===== src/fifo_queue_with_search_min_max_assert.svh =====
// assertion macros for the fifo queue with search, minimum and maximum
`ifndef FIFO_QUEUE_WITH_SEARCH_MIN_MAX_ASSERT_SVH
`define FIFO_QUEUE_WITH_SEARCH_MIN_MAX_ASSERT_SVH
`ifndef SYNTHESIS
// condition implies consequence in the same cycle
`define FQSMM_ASSERT_SAME(lbl, clk, rst, ante, cons) \
   lbl: assert property (@(posedge clk) disable iff (rst) (ante) |-> (cons)) \
      else $error("fqsmm same-cycle check failed");
// condition implies consequence in the next cycle
`define FQSMM_ASSERT_NEXT(lbl, clk, rst, ante, cons) \
   lbl: assert property (@(posedge clk) disable iff (rst) (ante) |=> (cons)) \
      else $error("fqsmm next-cycle check failed");
`else
`define FQSMM_ASSERT_SAME(lbl, clk, rst, ante, cons)
`define FQSMM_ASSERT_NEXT(lbl, clk, rst, ante, cons)
`endif
`endif


===== src/fqsmm_pkg.sv =====
// shared types and constants of the fifo queue with search, minimum and maximum
`default_nettype none

package fqsmm_pkg;

   localparam int DEPTH_DEF = 16;
   localparam int VALUE_W   = 32;

   // opcodes
   localparam logic [1:0] OP_INSERT = 2'd0;
   localparam logic [1:0] OP_REMOVE = 2'd1;
   localparam logic [1:0] OP_SEARCH = 2'd2;

   // status codes
   localparam logic [1:0] STATUS_OK    = 2'd0;
   localparam logic [1:0] STATUS_EMPTY = 2'd1;
   localparam logic [1:0] STATUS_FULL  = 2'd2;

   localparam logic signed [VALUE_W-1:0] VALUE_MAX = 32'h7FFF_FFFF;
   localparam logic signed [VALUE_W-1:0] VALUE_MIN = 32'h8000_0000;

   typedef struct packed {
      logic [1:0]                opcode;
      logic signed [VALUE_W-1:0] value;
   } req_type;

   typedef struct packed {
      logic [1:0]                status;
      logic signed [VALUE_W-1:0] removed_value;
      logic                      found;
      logic [3:0]                found_position;
      logic signed [VALUE_W-1:0] smallest;
      logic signed [VALUE_W-1:0] largest;
      logic [4:0]                entry_count;
   } rsp_type;

   typedef enum logic [1:0] {
      ST_IDLE,
      ST_OP,
      ST_SCAN,
      ST_DONE
   } seq_state_type;

endpackage

`default_nettype wire


===== src/fqsmm_store.sv =====
// entry memory: one write port, one read port with registered read data
`default_nettype none

module fqsmm_store import fqsmm_pkg::*; #(
   parameter int DEPTH = DEPTH_DEF,
   localparam int AW = $clog2(DEPTH)
) (
   input  logic                      clock,
   input  logic                      wr_en,
   input  logic [AW-1:0]             wr_addr,
   input  logic signed [VALUE_W-1:0] wr_data,
   input  logic                      rd_en,
   input  logic [AW-1:0]             rd_addr,
   output logic signed [VALUE_W-1:0] rd_data
);

   logic [VALUE_W-1:0] mem [DEPTH];
   logic [VALUE_W-1:0] rd_data_ff;

   always_ff @(posedge clock) begin
      if (wr_en) begin
         mem[wr_addr] <= wr_data;
      end
      if (rd_en) begin
         rd_data_ff <= mem[rd_addr];
      end
   end

   assign rd_data = rd_data_ff;

endmodule

`default_nettype wire


===== src/fifo_queue_with_search_min_max.sv =====
// top level of the fifo queue with search, minimum and maximum
//
//   channel   ports                         direction  payload
//   request   req_valid req_stall req_data  in         opcode, value
//   response  rsp_valid rsp_stall rsp_data  out        status, removed value, search hit,
//                                                      min, max, count
//
// one item at a time: from transfer to result an item passes accept, operation,
// one read per held entry plus one step for the last read data, and result
// load; the entries are read one by one through the single read port.
// reset is synchronous; the queue comes out empty, the memory is not cleared
// a finished result waits in the output register, so the next item is taken
// while the response side stalls; it only holds in the load step if the
// output register is still full
`default_nettype none
`include "fifo_queue_with_search_min_max_assert.svh"

module fifo_queue_with_search_min_max import fqsmm_pkg::*; #(
   parameter int DEPTH = DEPTH_DEF
) (
   input  logic    clock,
   input  logic    reset,
   input  logic    req_valid,
   output logic    req_stall,
   input  req_type req_data,
   output logic    rsp_valid,
   input  logic    rsp_stall,
   output rsp_type rsp_data
);

   localparam int AW  = $clog2(DEPTH);
   localparam int AW1 = AW + 1;
   localparam int CW  = $clog2(DEPTH + 1);
   localparam logic [CW-1:0]  FULL_COUNT = CW'(DEPTH);
   localparam logic [AW1-1:0] DEPTH_EXT  = AW1'(DEPTH);
   localparam logic [AW-1:0]  LAST_SLOT  = AW'(DEPTH - 1);

   // sequencer and queue pointers
   seq_state_type state_ff, state_in;
   logic [AW-1:0] head_ff, head_in;
   logic [CW-1:0] count_ff, count_in;
   logic [CW-1:0] scan_ff, scan_in;

   // item being worked on
   logic [1:0]                op_ff, op_in;
   logic signed [VALUE_W-1:0] val_ff, val_in;
   logic [1:0]                status_ff, status_in;
   logic signed [VALUE_W-1:0] removed_ff, removed_in;
   logic                      found_ff, found_in;
   logic [AW-1:0]             pos_ff, pos_in;
   logic signed [VALUE_W-1:0] min_ff, min_in;
   logic signed [VALUE_W-1:0] max_ff, max_in;

   // tag that travels with each memory read
   logic          rd_vld_ff, rd_vld_in;
   logic          rd_rem_ff, rd_rem_in;
   logic [AW-1:0] rd_pos_ff, rd_pos_in;

   // output register
   logic    rsp_valid_ff, rsp_valid_in;
   rsp_type rsp_data_ff, rsp_data_in;

   // memory port controls
   logic                      wr_en;
   logic [AW-1:0]             wr_addr;
   logic                      rd_en;
   logic [AW-1:0]             rd_addr;
   logic                      rd_is_remove;
   logic signed [VALUE_W-1:0] rd_data;

   logic          req_accept;
   logic          out_free;
   logic          load_rsp;
   logic          is_full;
   logic          is_empty;
   logic [AW1-1:0] scan_sum;
   logic [AW1-1:0] tail_sum;
   logic [AW-1:0]  scan_slot;
   logic [AW-1:0]  tail_slot;
   logic [AW-1:0]  head_step;
   logic [31:0]    count_wide;
   logic [31:0]    pos_wide;

   assign req_accept = req_valid && !req_stall;
   assign out_free   = !rsp_valid_ff || !rsp_stall;
   assign is_full    = (count_ff == FULL_COUNT);
   assign is_empty   = (count_ff == '0);

   // physical slots: head plus offset, wrapped once (the head stays below the depth, the offset does not exceed it)
   assign scan_sum  = {1'b0, head_ff} + AW1'(scan_ff);
   assign tail_sum  = {1'b0, head_ff} + AW1'(count_ff);
   assign scan_slot = (scan_sum >= DEPTH_EXT) ? AW'(scan_sum - DEPTH_EXT) : scan_sum[AW-1:0];
   assign tail_slot = (tail_sum >= DEPTH_EXT) ? AW'(tail_sum - DEPTH_EXT) : tail_sum[AW-1:0];
   assign head_step = (head_ff == LAST_SLOT) ? '0 : head_ff + AW'(1);

   fqsmm_store #(
      .DEPTH (DEPTH)
   ) u_store (
      .clock   (clock),
      .wr_en   (wr_en),
      .wr_addr (wr_addr),
      .wr_data (val_ff),
      .rd_en   (rd_en),
      .rd_addr (rd_addr),
      .rd_data (rd_data)
   );

   // next state
   always_comb begin
      state_in = state_ff;
      unique case (state_ff)
         ST_IDLE: begin
            if (req_valid) begin
               state_in = ST_OP;
            end
         end
         ST_OP: begin
            state_in = ST_SCAN;
         end
         ST_SCAN: begin
            // last read data is folded in at the edge that leaves this state
            if (scan_ff == count_ff) begin
               state_in = ST_DONE;
            end
         end
         ST_DONE: begin
            if (out_free) begin
               state_in = ST_IDLE;
            end
         end
         default: begin
            state_in = ST_IDLE;
         end
      endcase
   end

   // sequencer outputs
   always_comb begin
      req_stall    = 1'b1;
      wr_en        = 1'b0;
      wr_addr      = tail_slot;
      rd_en        = 1'b0;
      rd_addr      = scan_slot;
      rd_is_remove = 1'b0;
      load_rsp     = 1'b0;
      unique case (state_ff)
         ST_IDLE: begin
            req_stall = 1'b0;
         end
         ST_OP: begin
            // insert writes the tail slot; remove reads the head slot.
            // the scan reads start in ST_SCAN, after the write, so a new entry is already stored
            wr_en        = (op_ff == OP_INSERT) && !is_full;
            rd_en        = (op_ff == OP_REMOVE) && !is_empty;
            rd_addr      = head_ff;
            rd_is_remove = 1'b1;
         end
         ST_SCAN: begin
            rd_en = (scan_ff != count_ff);
         end
         ST_DONE: begin
            load_rsp = out_free;
         end
         default: begin
            req_stall = 1'b1;
         end
      endcase
   end

   // datapath next values
   always_comb begin
      head_in    = head_ff;
      count_in   = count_ff;
      scan_in    = scan_ff;
      op_in      = op_ff;
      val_in     = val_ff;
      status_in  = status_ff;
      removed_in = removed_ff;
      found_in   = found_ff;
      pos_in     = pos_ff;
      min_in     = min_ff;
      max_in     = max_ff;

      if (req_accept) begin
         op_in      = req_data.opcode;
         val_in     = req_data.value;
         status_in  = STATUS_OK;
         removed_in = '0;
         found_in   = 1'b0;
         pos_in     = '0;
         min_in     = VALUE_MAX;
         max_in     = VALUE_MIN;
         scan_in    = '0;
      end

      if (state_ff == ST_OP) begin
         case (op_ff)
            OP_INSERT: begin
               if (is_full) begin
                  status_in = STATUS_FULL;
               end else begin
                  count_in = count_ff + CW'(1);
               end
            end
            OP_REMOVE: begin
               if (is_empty) begin
                  status_in = STATUS_EMPTY;
               end else begin
                  head_in  = head_step;
                  count_in = count_ff - CW'(1);
               end
            end
            default: begin
               // search and the unused code change nothing here
            end
         endcase
      end

      if ((state_ff == ST_SCAN) && rd_en) begin
         scan_in = scan_ff + CW'(1);
      end

      // read data phase: the removed entry, or one held entry in head order
      if (rd_vld_ff) begin
         if (rd_rem_ff) begin
            removed_in = rd_data;
         end else begin
            if (rd_data < min_ff) begin
               min_in = rd_data;
            end
            if (rd_data > max_ff) begin
               max_in = rd_data;
            end
            // first hit in head order is the oldest match
            if ((op_ff == OP_SEARCH) && !found_ff && (rd_data == val_ff)) begin
               found_in = 1'b1;
               pos_in   = rd_pos_ff;
            end
         end
      end
   end

   // read tag pipeline
   always_comb begin
      rd_vld_in = rd_en;
      rd_rem_in = rd_is_remove;
      rd_pos_in = AW'(scan_ff);
   end

   // output register
   assign count_wide = 32'(count_ff);
   assign pos_wide   = 32'(pos_ff);

   always_comb begin
      rsp_valid_in = rsp_valid_ff;
      rsp_data_in  = rsp_data_ff;
      if (load_rsp) begin
         rsp_valid_in                = 1'b1;
         rsp_data_in.status          = status_ff;
         rsp_data_in.removed_value   = removed_ff;
         rsp_data_in.found           = found_ff;
         rsp_data_in.found_position  = pos_wide[3:0];
         rsp_data_in.smallest        = min_ff;
         rsp_data_in.largest         = max_ff;
         rsp_data_in.entry_count     = count_wide[4:0];
      end else if (rsp_valid_ff && !rsp_stall) begin
         rsp_valid_in = 1'b0;
      end
   end

   assign rsp_valid = rsp_valid_ff;
   assign rsp_data  = rsp_data_ff;

   // control registers
   always_ff @(posedge clock) begin
      if (reset) begin
         state_ff     <= ST_IDLE;
         head_ff      <= '0;
         count_ff     <= '0;
         rd_vld_ff    <= 1'b0;
         rsp_valid_ff <= 1'b0;
      end else begin
         state_ff     <= state_in;
         head_ff      <= head_in;
         count_ff     <= count_in;
         rd_vld_ff    <= rd_vld_in;
         rsp_valid_ff <= rsp_valid_in;
      end
   end

   // payload registers
   always_ff @(posedge clock) begin
      scan_ff     <= scan_in;
      op_ff       <= op_in;
      val_ff      <= val_in;
      status_ff   <= status_in;
      removed_ff  <= removed_in;
      found_ff    <= found_in;
      pos_ff      <= pos_in;
      min_ff      <= min_in;
      max_ff      <= max_in;
      rd_rem_ff   <= rd_rem_in;
      rd_pos_ff   <= rd_pos_in;
      rsp_data_ff <= rsp_data_in;
   end

   // checks
   `FQSMM_ASSERT_SAME(a_count_bound, clock, reset, 1'b1, count_ff <= FULL_COUNT)
   `FQSMM_ASSERT_NEXT(a_accept_to_op, clock, reset, req_accept, state_ff == ST_OP)
   `FQSMM_ASSERT_NEXT(a_load_shows_rsp, clock, reset, load_rsp, rsp_valid_ff)
   `FQSMM_ASSERT_SAME(a_no_port_clash, clock, reset, wr_en, !rd_en)

endmodule

`default_nettype wire

===== config.mk =====
export PLATFORM = sky130hd
export DESIGN_NAME = fifo_queue_with_search_min_max
export DESIGN_NICKNAME = d
export VERILOG_FILES = /design/src/fqsmm_pkg.sv /design/src/fqsmm_store.sv /design/src/fifo_queue_with_search_min_max.sv
export VERILOG_INCLUDE_DIRS = /design/src /design/src/src
export SDC_FILE = /design/constraint.sdc
export NUM_CORES = 1
export LEC_CHECK = 0
export ABC_AREA = 1
export BUFFER_PORTS_ARGS = -buffer_cell sky130_fd_sc_hd__buf_2
export CORE_UTILIZATION = 30
export CTS_CLUSTER_SIZE = 28
export DETAILED_ROUTE_END_ITERATION = 6
export GPL_TIMING_DRIVEN = 0
export MAX_ROUTING_LAYER = met4
export REMOVE_ABC_BUFFERS = 1
export SLEW_MARGIN = 20
export SYNTH_ARGS = -nofsm -noshare
export SYNTH_HDL_FRONTEND = slang
export SYNTH_SLANG_ARGS = --single-unit
export TNS_END_PERCENT = 50

===== constraint.sdc =====
create_clock -name clock -period 12.4 [get_ports clock]
set_input_delay 1.24 -clock clock [delete_from_list [all_inputs] [get_ports clock]]
set_output_delay 1.24 -clock clock [all_outputs]
set_load 0.005 [all_outputs]

# Word level (Yosys, flattened, before mapping)
# Memories as Yosys holds them, arrays and structs flattened. A register that Yosys moved wholly into a read port is not among the register bits.
# Index checks and enable logic that the tools add are counted.
[word_totals]
word_cells = 120
ramBits = 512
memories = 1
inputBits = 38
out_inout_bits = 110
register_bits = 268
[mem_list]
columns = ["memory", "depth", "word_bits", "read_ports", "rd_ports_with_merged_regs", "wr", "line_no", "text"]
rows = [
  ["u_store.mem", 16, 32, 1, 1, 1, "fqsmm_store.sv:17", "logic [VALUE_W-1:0] mem [DEPTH];"],
]
[classes]
mux = 46
n_reduce_logical = 22
order_cmp = 4
n_bitwise = 1
eq_ne = 15
addsub = 8
[ops]
columns = ["op", "count"]
rows = [
  ["$mux W32", 11],
  ["$eq A32 B32 Y1", 1],
  ["$gt A32 B32 Y1", 1],
  ["$lt A32 B32 Y1", 1],
  ["$mux W4", 8],
  ["$mux W5", 4],
  ["$mux W2", 7],
  ["$mux W1", 12],
  ["$add A4 B5 Y5", 2],
  ["$add A5 B1 Y5 const B", 2],
  ["$ge A5 B5 Y1 const B", 2],
  ["$ne A2 B2 Y1 const B", 5],
  ["$pmux W5 S2", 1],
  ["$pmux W2 S4", 1],
  ["$sub A4 B1 Y4 const B", 2],
  ["$logic_and A1 B1 Y1", 7],
  ["$eq A2 B2 Y1 const B", 3],
  ["$reduce_and A3 Y1", 2],
  ["$reduce_bool A2 Y1", 3],
  ["$eq A5 B5 Y1", 1],
  ["$eq A5 B5 Y1 const B", 1],
  ["$logic_not A1 Y1", 5],
  ["$logic_not A5 Y1", 1],
  ["$ne A5 B5 Y1", 1],
  ["10 further kinds", 12],
]

# Depth between registers and ports, before layout
[depth]
ltp_word = 6
depth_mapped = 18

# Cells and area by module
# Synthesis repeated with hierarchy kept, for this count alone.
[hier_totals]
hier_cells = 3262
area_unflattened_um2 = 34732.1
[modules_own_cells]
columns = ["module", "cells_each", "area_each_um2", "n_inst"]
rows = [
  ["fqsmm_store", 2120, 23050.9, 1],
  ["fifo_queue_with_search_min_max", 1142, 11681.2, 1],
]

# Worst setup path before layout
# OpenSTA, ideal clock, no wires.
[synth_path]
path_type = "input port to flip-flop"
startpoint = "in rsp_stall"
endpoint = "reg rsp_data_ff, in the netlist rsp_data[0] (enable)"
required_time_ns = 11.790
arrival_ns = 6.469
stages = 1
n_path_buf = 0
slack_ns = 5.321
path_cell_list = "a21oi_1"
[synth_via]
elab_chain_cells = 3
[synth_rtl]
columns = ["element", "line_no", "text"]
rows = [
  ["start, declared", "fifo_queue_with_search_min_max.sv:27", "input logic rsp_stall,"],
  ["$logic_not A1 Y1", "fifo_queue_with_search_min_max.sv:85", "assign out_free = !rsp_valid_ff || !rsp_stall;"],
  ["$logic_or A1 B1 Y1", "fifo_queue_with_search_min_max.sv:85", ""],
  ["$mux W1", "fifo_queue_with_search_min_max.sv:146", "unique case (state_ff)"],
  ["end signal, assigned", "fifo_queue_with_search_min_max.sv:304", "rsp_data_ff <= rsp_data_in;"],
  ["end, declared", "fifo_queue_with_search_min_max.sv:61", "rsp_type rsp_data_ff, rsp_data_in;"],
]
# Every way passes these cells.
# A chain may end at the register's enable or synchronous reset.

# Worst setup path after layout
[layout_path]
startpoint = "reg u_store.rd_data_ff[19], in the netlist u_store.rd_data[19], read port of u_store.mem"
endpoint = "reg min_ff[9]"
[layout_via]
elab_chain_cells = 4
[layout_rtl]
columns = ["element", "line_no", "text"]
rows = [
  ["start, declared", "fqsmm_store.sv:18", "logic [VALUE_W-1:0] rd_data_ff;"],
  ["$lt A32 B32 Y1", "fifo_queue_with_search_min_max.sv:228", "if (rd_data < min_ff) begin"],
  ["$mux W32", "fifo_queue_with_search_min_max.sv:228", ""],
  ["$mux W32", "fifo_queue_with_search_min_max.sv:225", "if (rd_rem_ff) begin"],
  ["$mux W32", "fifo_queue_with_search_min_max.sv:224", "if (rd_vld_ff) begin"],
  ["named net min_in[9]", "fifo_queue_with_search_min_max.sv:51", "logic signed [VALUE_W-1:0] min_ff, min_in;"],
  ["end signal, assigned", "fifo_queue_with_search_min_max.sv:300", "min_ff <= min_in;"],
  ["end, declared", "fifo_queue_with_search_min_max.sv:51", ""],
]
# The timed path passes the listed nets, and every way through them passes these cells.

==> flow_summary_export.csv <==
group,metric,value,unit
outcome,status,"finished clean",
cells_and_area,nFillCells,10500,
cells_and_area,final_layout_size_suffix_gt1_share,12.93,%
synth,synthArstFlopShare,0,%
synth,synthFlopType,"edfxtp_1",
sta,min_period_over_period,33.08,%
sta,fin_crit,4102,ps
power,leakage,0.01497,µW
cts,root_buffer,"clkbuf_16",
synth,synth_edf_count,691,
setup_path,cp_max_fo,33,
cts,cts_setup_buffers,0,
cells_and_area,area_delta_synth_final,20.68,%
placement,dp_hpwl,58.04,mm
cells_and_area,utilization,36.69,%
cells_and_area,final_common_cell,"edfxtp_1",
synth,ys_ff_latch,812,
cts,insertion_delay,640,ps
routing,ant_nets,0,
grt,met2_usage,24.90,%
routing,wl,84.24,mm
routing,drc_errors,0,
cts,hold_buffers,0,
grt,busiest_layer,"met2",
synth,synth.distinct_cells,35,
cts,cts_resized,0,
floorplan,rows,121,
sta,skew,15.98,ps
synth,avgSynthCellArea,11.72,µm²
sta,timing.fmax,243.8,MHz
cells_and_area,num-nets-final,3124,
routing,vias,21000,
grt,use_met1,19.96,%
min_path,hp-class,"flip-flop to flip-flop",
floorplan,io_pins,148,
floorplan,die_x,334.8,µm
routing,routed_via_density,4.615,
floorplan,coreArea,109300,µm²
cells_and_area,multi_input_area,8100,µm²
power,peakVddDrop,0.1206,mV
cts,cts_buffers,79,
cells_and_area,fin_cells,4551,
sta,finalMaxSlewViolations,0,
grt,grt_pass1_wl,124.5,mm
grt,track_usage,15.31,%
grt,overflow,0,
synth,synth_largest_area_cell,"edfxtp_1",
grt,grt_pass1_vias,19560,
synth,synth-seq-area-share,69.73,%
cts,path_clk_slew,70,ps
placement,numPortBuffers,147,
cells_and_area,layout.area.seq,23170,µm²
sta,setup_violations,0,
synth,synth.top_cells.by_area,"edfxtp_1 62%, dfxtp_1 7.3%, inv_1 4.6%",
min_path,min_path_cells,0,
sta,worstMarginPinSlew,1054,ps
floorplan,die_area,112100,µm²
placement,place_inst,4399,
grt,grt_max_degree,64,
routing,dr.pass1.iters,5,
routing,drtIter0Drc,1659,
sta,grt_setup_unrepaired,"false",
setup_path,r2r_cells,10,
job,drv_cap,0,
cells_and_area,mostFrequentLayoutCells,"691 x edfxtp_1, 409 x inv_1, 390 x nand2_1",
cts,clk_path_buf_depth,3,
floorplan,floorplan.initialDensity,30.40,%
routing,wire_per_inst,18.51,µm
setup_path,crit_path_end_kind,"flip-flop",
placement,gp_congestion,0.7924,
setup_path,crit_required,12920,ps
cts,cts_tree,"done",
floorplan,die_h,334.8,µm
synth,postSynthCellCount,2836,
grt,antenna_found_initial,6,
cts,htreeDepth,3,
synth,syn-cell-area,33230,µm²
synth,yosysWarnings,0,
grt,met3_usage,1.903,%
setup_path,arrival,4620,ps
synth,yosys.area.top_type_share,62.44,%
sta,hold_violations,0,
setup_path,worstSetupStartpointType,"flip-flop",
power,power.density,208.2,nW/µm²
cts,clock_sinks,812,
sta,relSlewSlack,29.65,%
setup_path,crit_type,"flip-flop to flip-flop",
[synth_stat cells, types with 2 or more instances]
cell      number
fa_1           3
inv_1        411
o22ai_1        2
o21a_1         4
buf_2         53
a221oi_1       2
o211ai_1      90
o221ai_1      11
nand3_2        3
o21ai_1       16
ha_1          79
dfxtp_1      121
nand4_1       43
o21ai_0      284
edfxtp_1     691
clkbuf_1      66
nor3_1         8
nor4_1         5
or2_2         17
xor2_1        10
a21oi_1      216
inv_2          3
nand2_1      393
nor2_1        94
buf_6          3
xnor2_1       12
nand3_1      173
buf_1         16
[per-layer routing]
metal  routed length, µm  vias to the layer above  share of wire (%)
li1                    -                    10260                  -
met1               37640                    10070                 45
met2               40260                      567                 48
met3                4484                      109                5.3
met4                1853                        0                2.2
met5                   0                        -                  0
[worst max-delay path, stage by stage, from the launching register on]
cell and delay (ps):
edfxtp_1 580, ha_1 400, nand2_1 60, o21ai_0 510, nand2_1 120, a21oi_1 150
nor2_1 80, nand3_2 720, nand3_2 950, nand2_1 270, nand2_1 80
[power by group]
group,internal [µW],total (µW),switching (µW)
Clock,1370,2420,1040
Combinational,895,2350,1460
Sequential,3340,3580,243
Total,5610,8350,2740
[cell type report]
class                      count  share of cell area [%]
sequential                   812                   57.78
multi-input combinational   1472                   20.20
timing repair buffer         225                   7.014
clock buffer                 107                   5.441
tap                         1476                   4.605
inverter                     414                   3.900
clock inverter                40                   1.023
antenna                        5                 0.03120
[cells by family after synthesis]
| family | count (synthesis) | synth area share [%] |
|---|---|---|
| AO/OA/AOI/OAI | 628 | 10.37 |
| XOR/XNOR | 23 | 0.6288 |
| adder cells (fa/ha/maj) | 82 | 3.155 |
| buffers and inverters | 552 | 6.503 |
| flip-flops | 812 | 69.73 |
| AND/OR/NAND/NOR | 739 | 9.605 |
[path summary, 6_finish.rpt]
kind	start	to	slack [ps]
setup / recovery	u_store.rd_data[19]	min_ff[9]	8300
hold / removal	removed_ff[29]	rsp_data[103]	430
setup reg to reg	u_store.rd_data[19]	min_ff[9]	8300
hold reg to reg	removed_ff[29]	rsp_data[103]	430
[flip-flops by register name, indices dropped and copies added, names as in the netlist, 2 cells and up]
signal	flops
count_ff	5
head_ff	4
max_ff	32
min_ff	32
op_ff	2
pos_ff	4
rd_pos_ff	4
removed_ff	32
rsp_data	108
scan_ff	5
state_ff	2
status_ff	2
u_store.mem	512
u_store.rd_data	32
val_ff	32
[stage by stage]
step | hold WS, ps | total power [µW] | area (µm²) | worst slack (ps) | setup TNS, ps
after floorplan | 408.2 | 5062 | 32620 | 2040 | 0
after global placement | 411.5 | 5996 | 35210 | -5295 | -159020
after detailed placement | 415.2 | 5990 | 37500 | 8408 | 0
after CTS | 427.9 | 8414 | 40090 | 8375 | 0
after global routing | 429.8 | 8792 | 40100 | 8105 | 0
final | 427.2 | 8347 | 40100 | 8298 | 0
(Power assumes the default switching activity.)
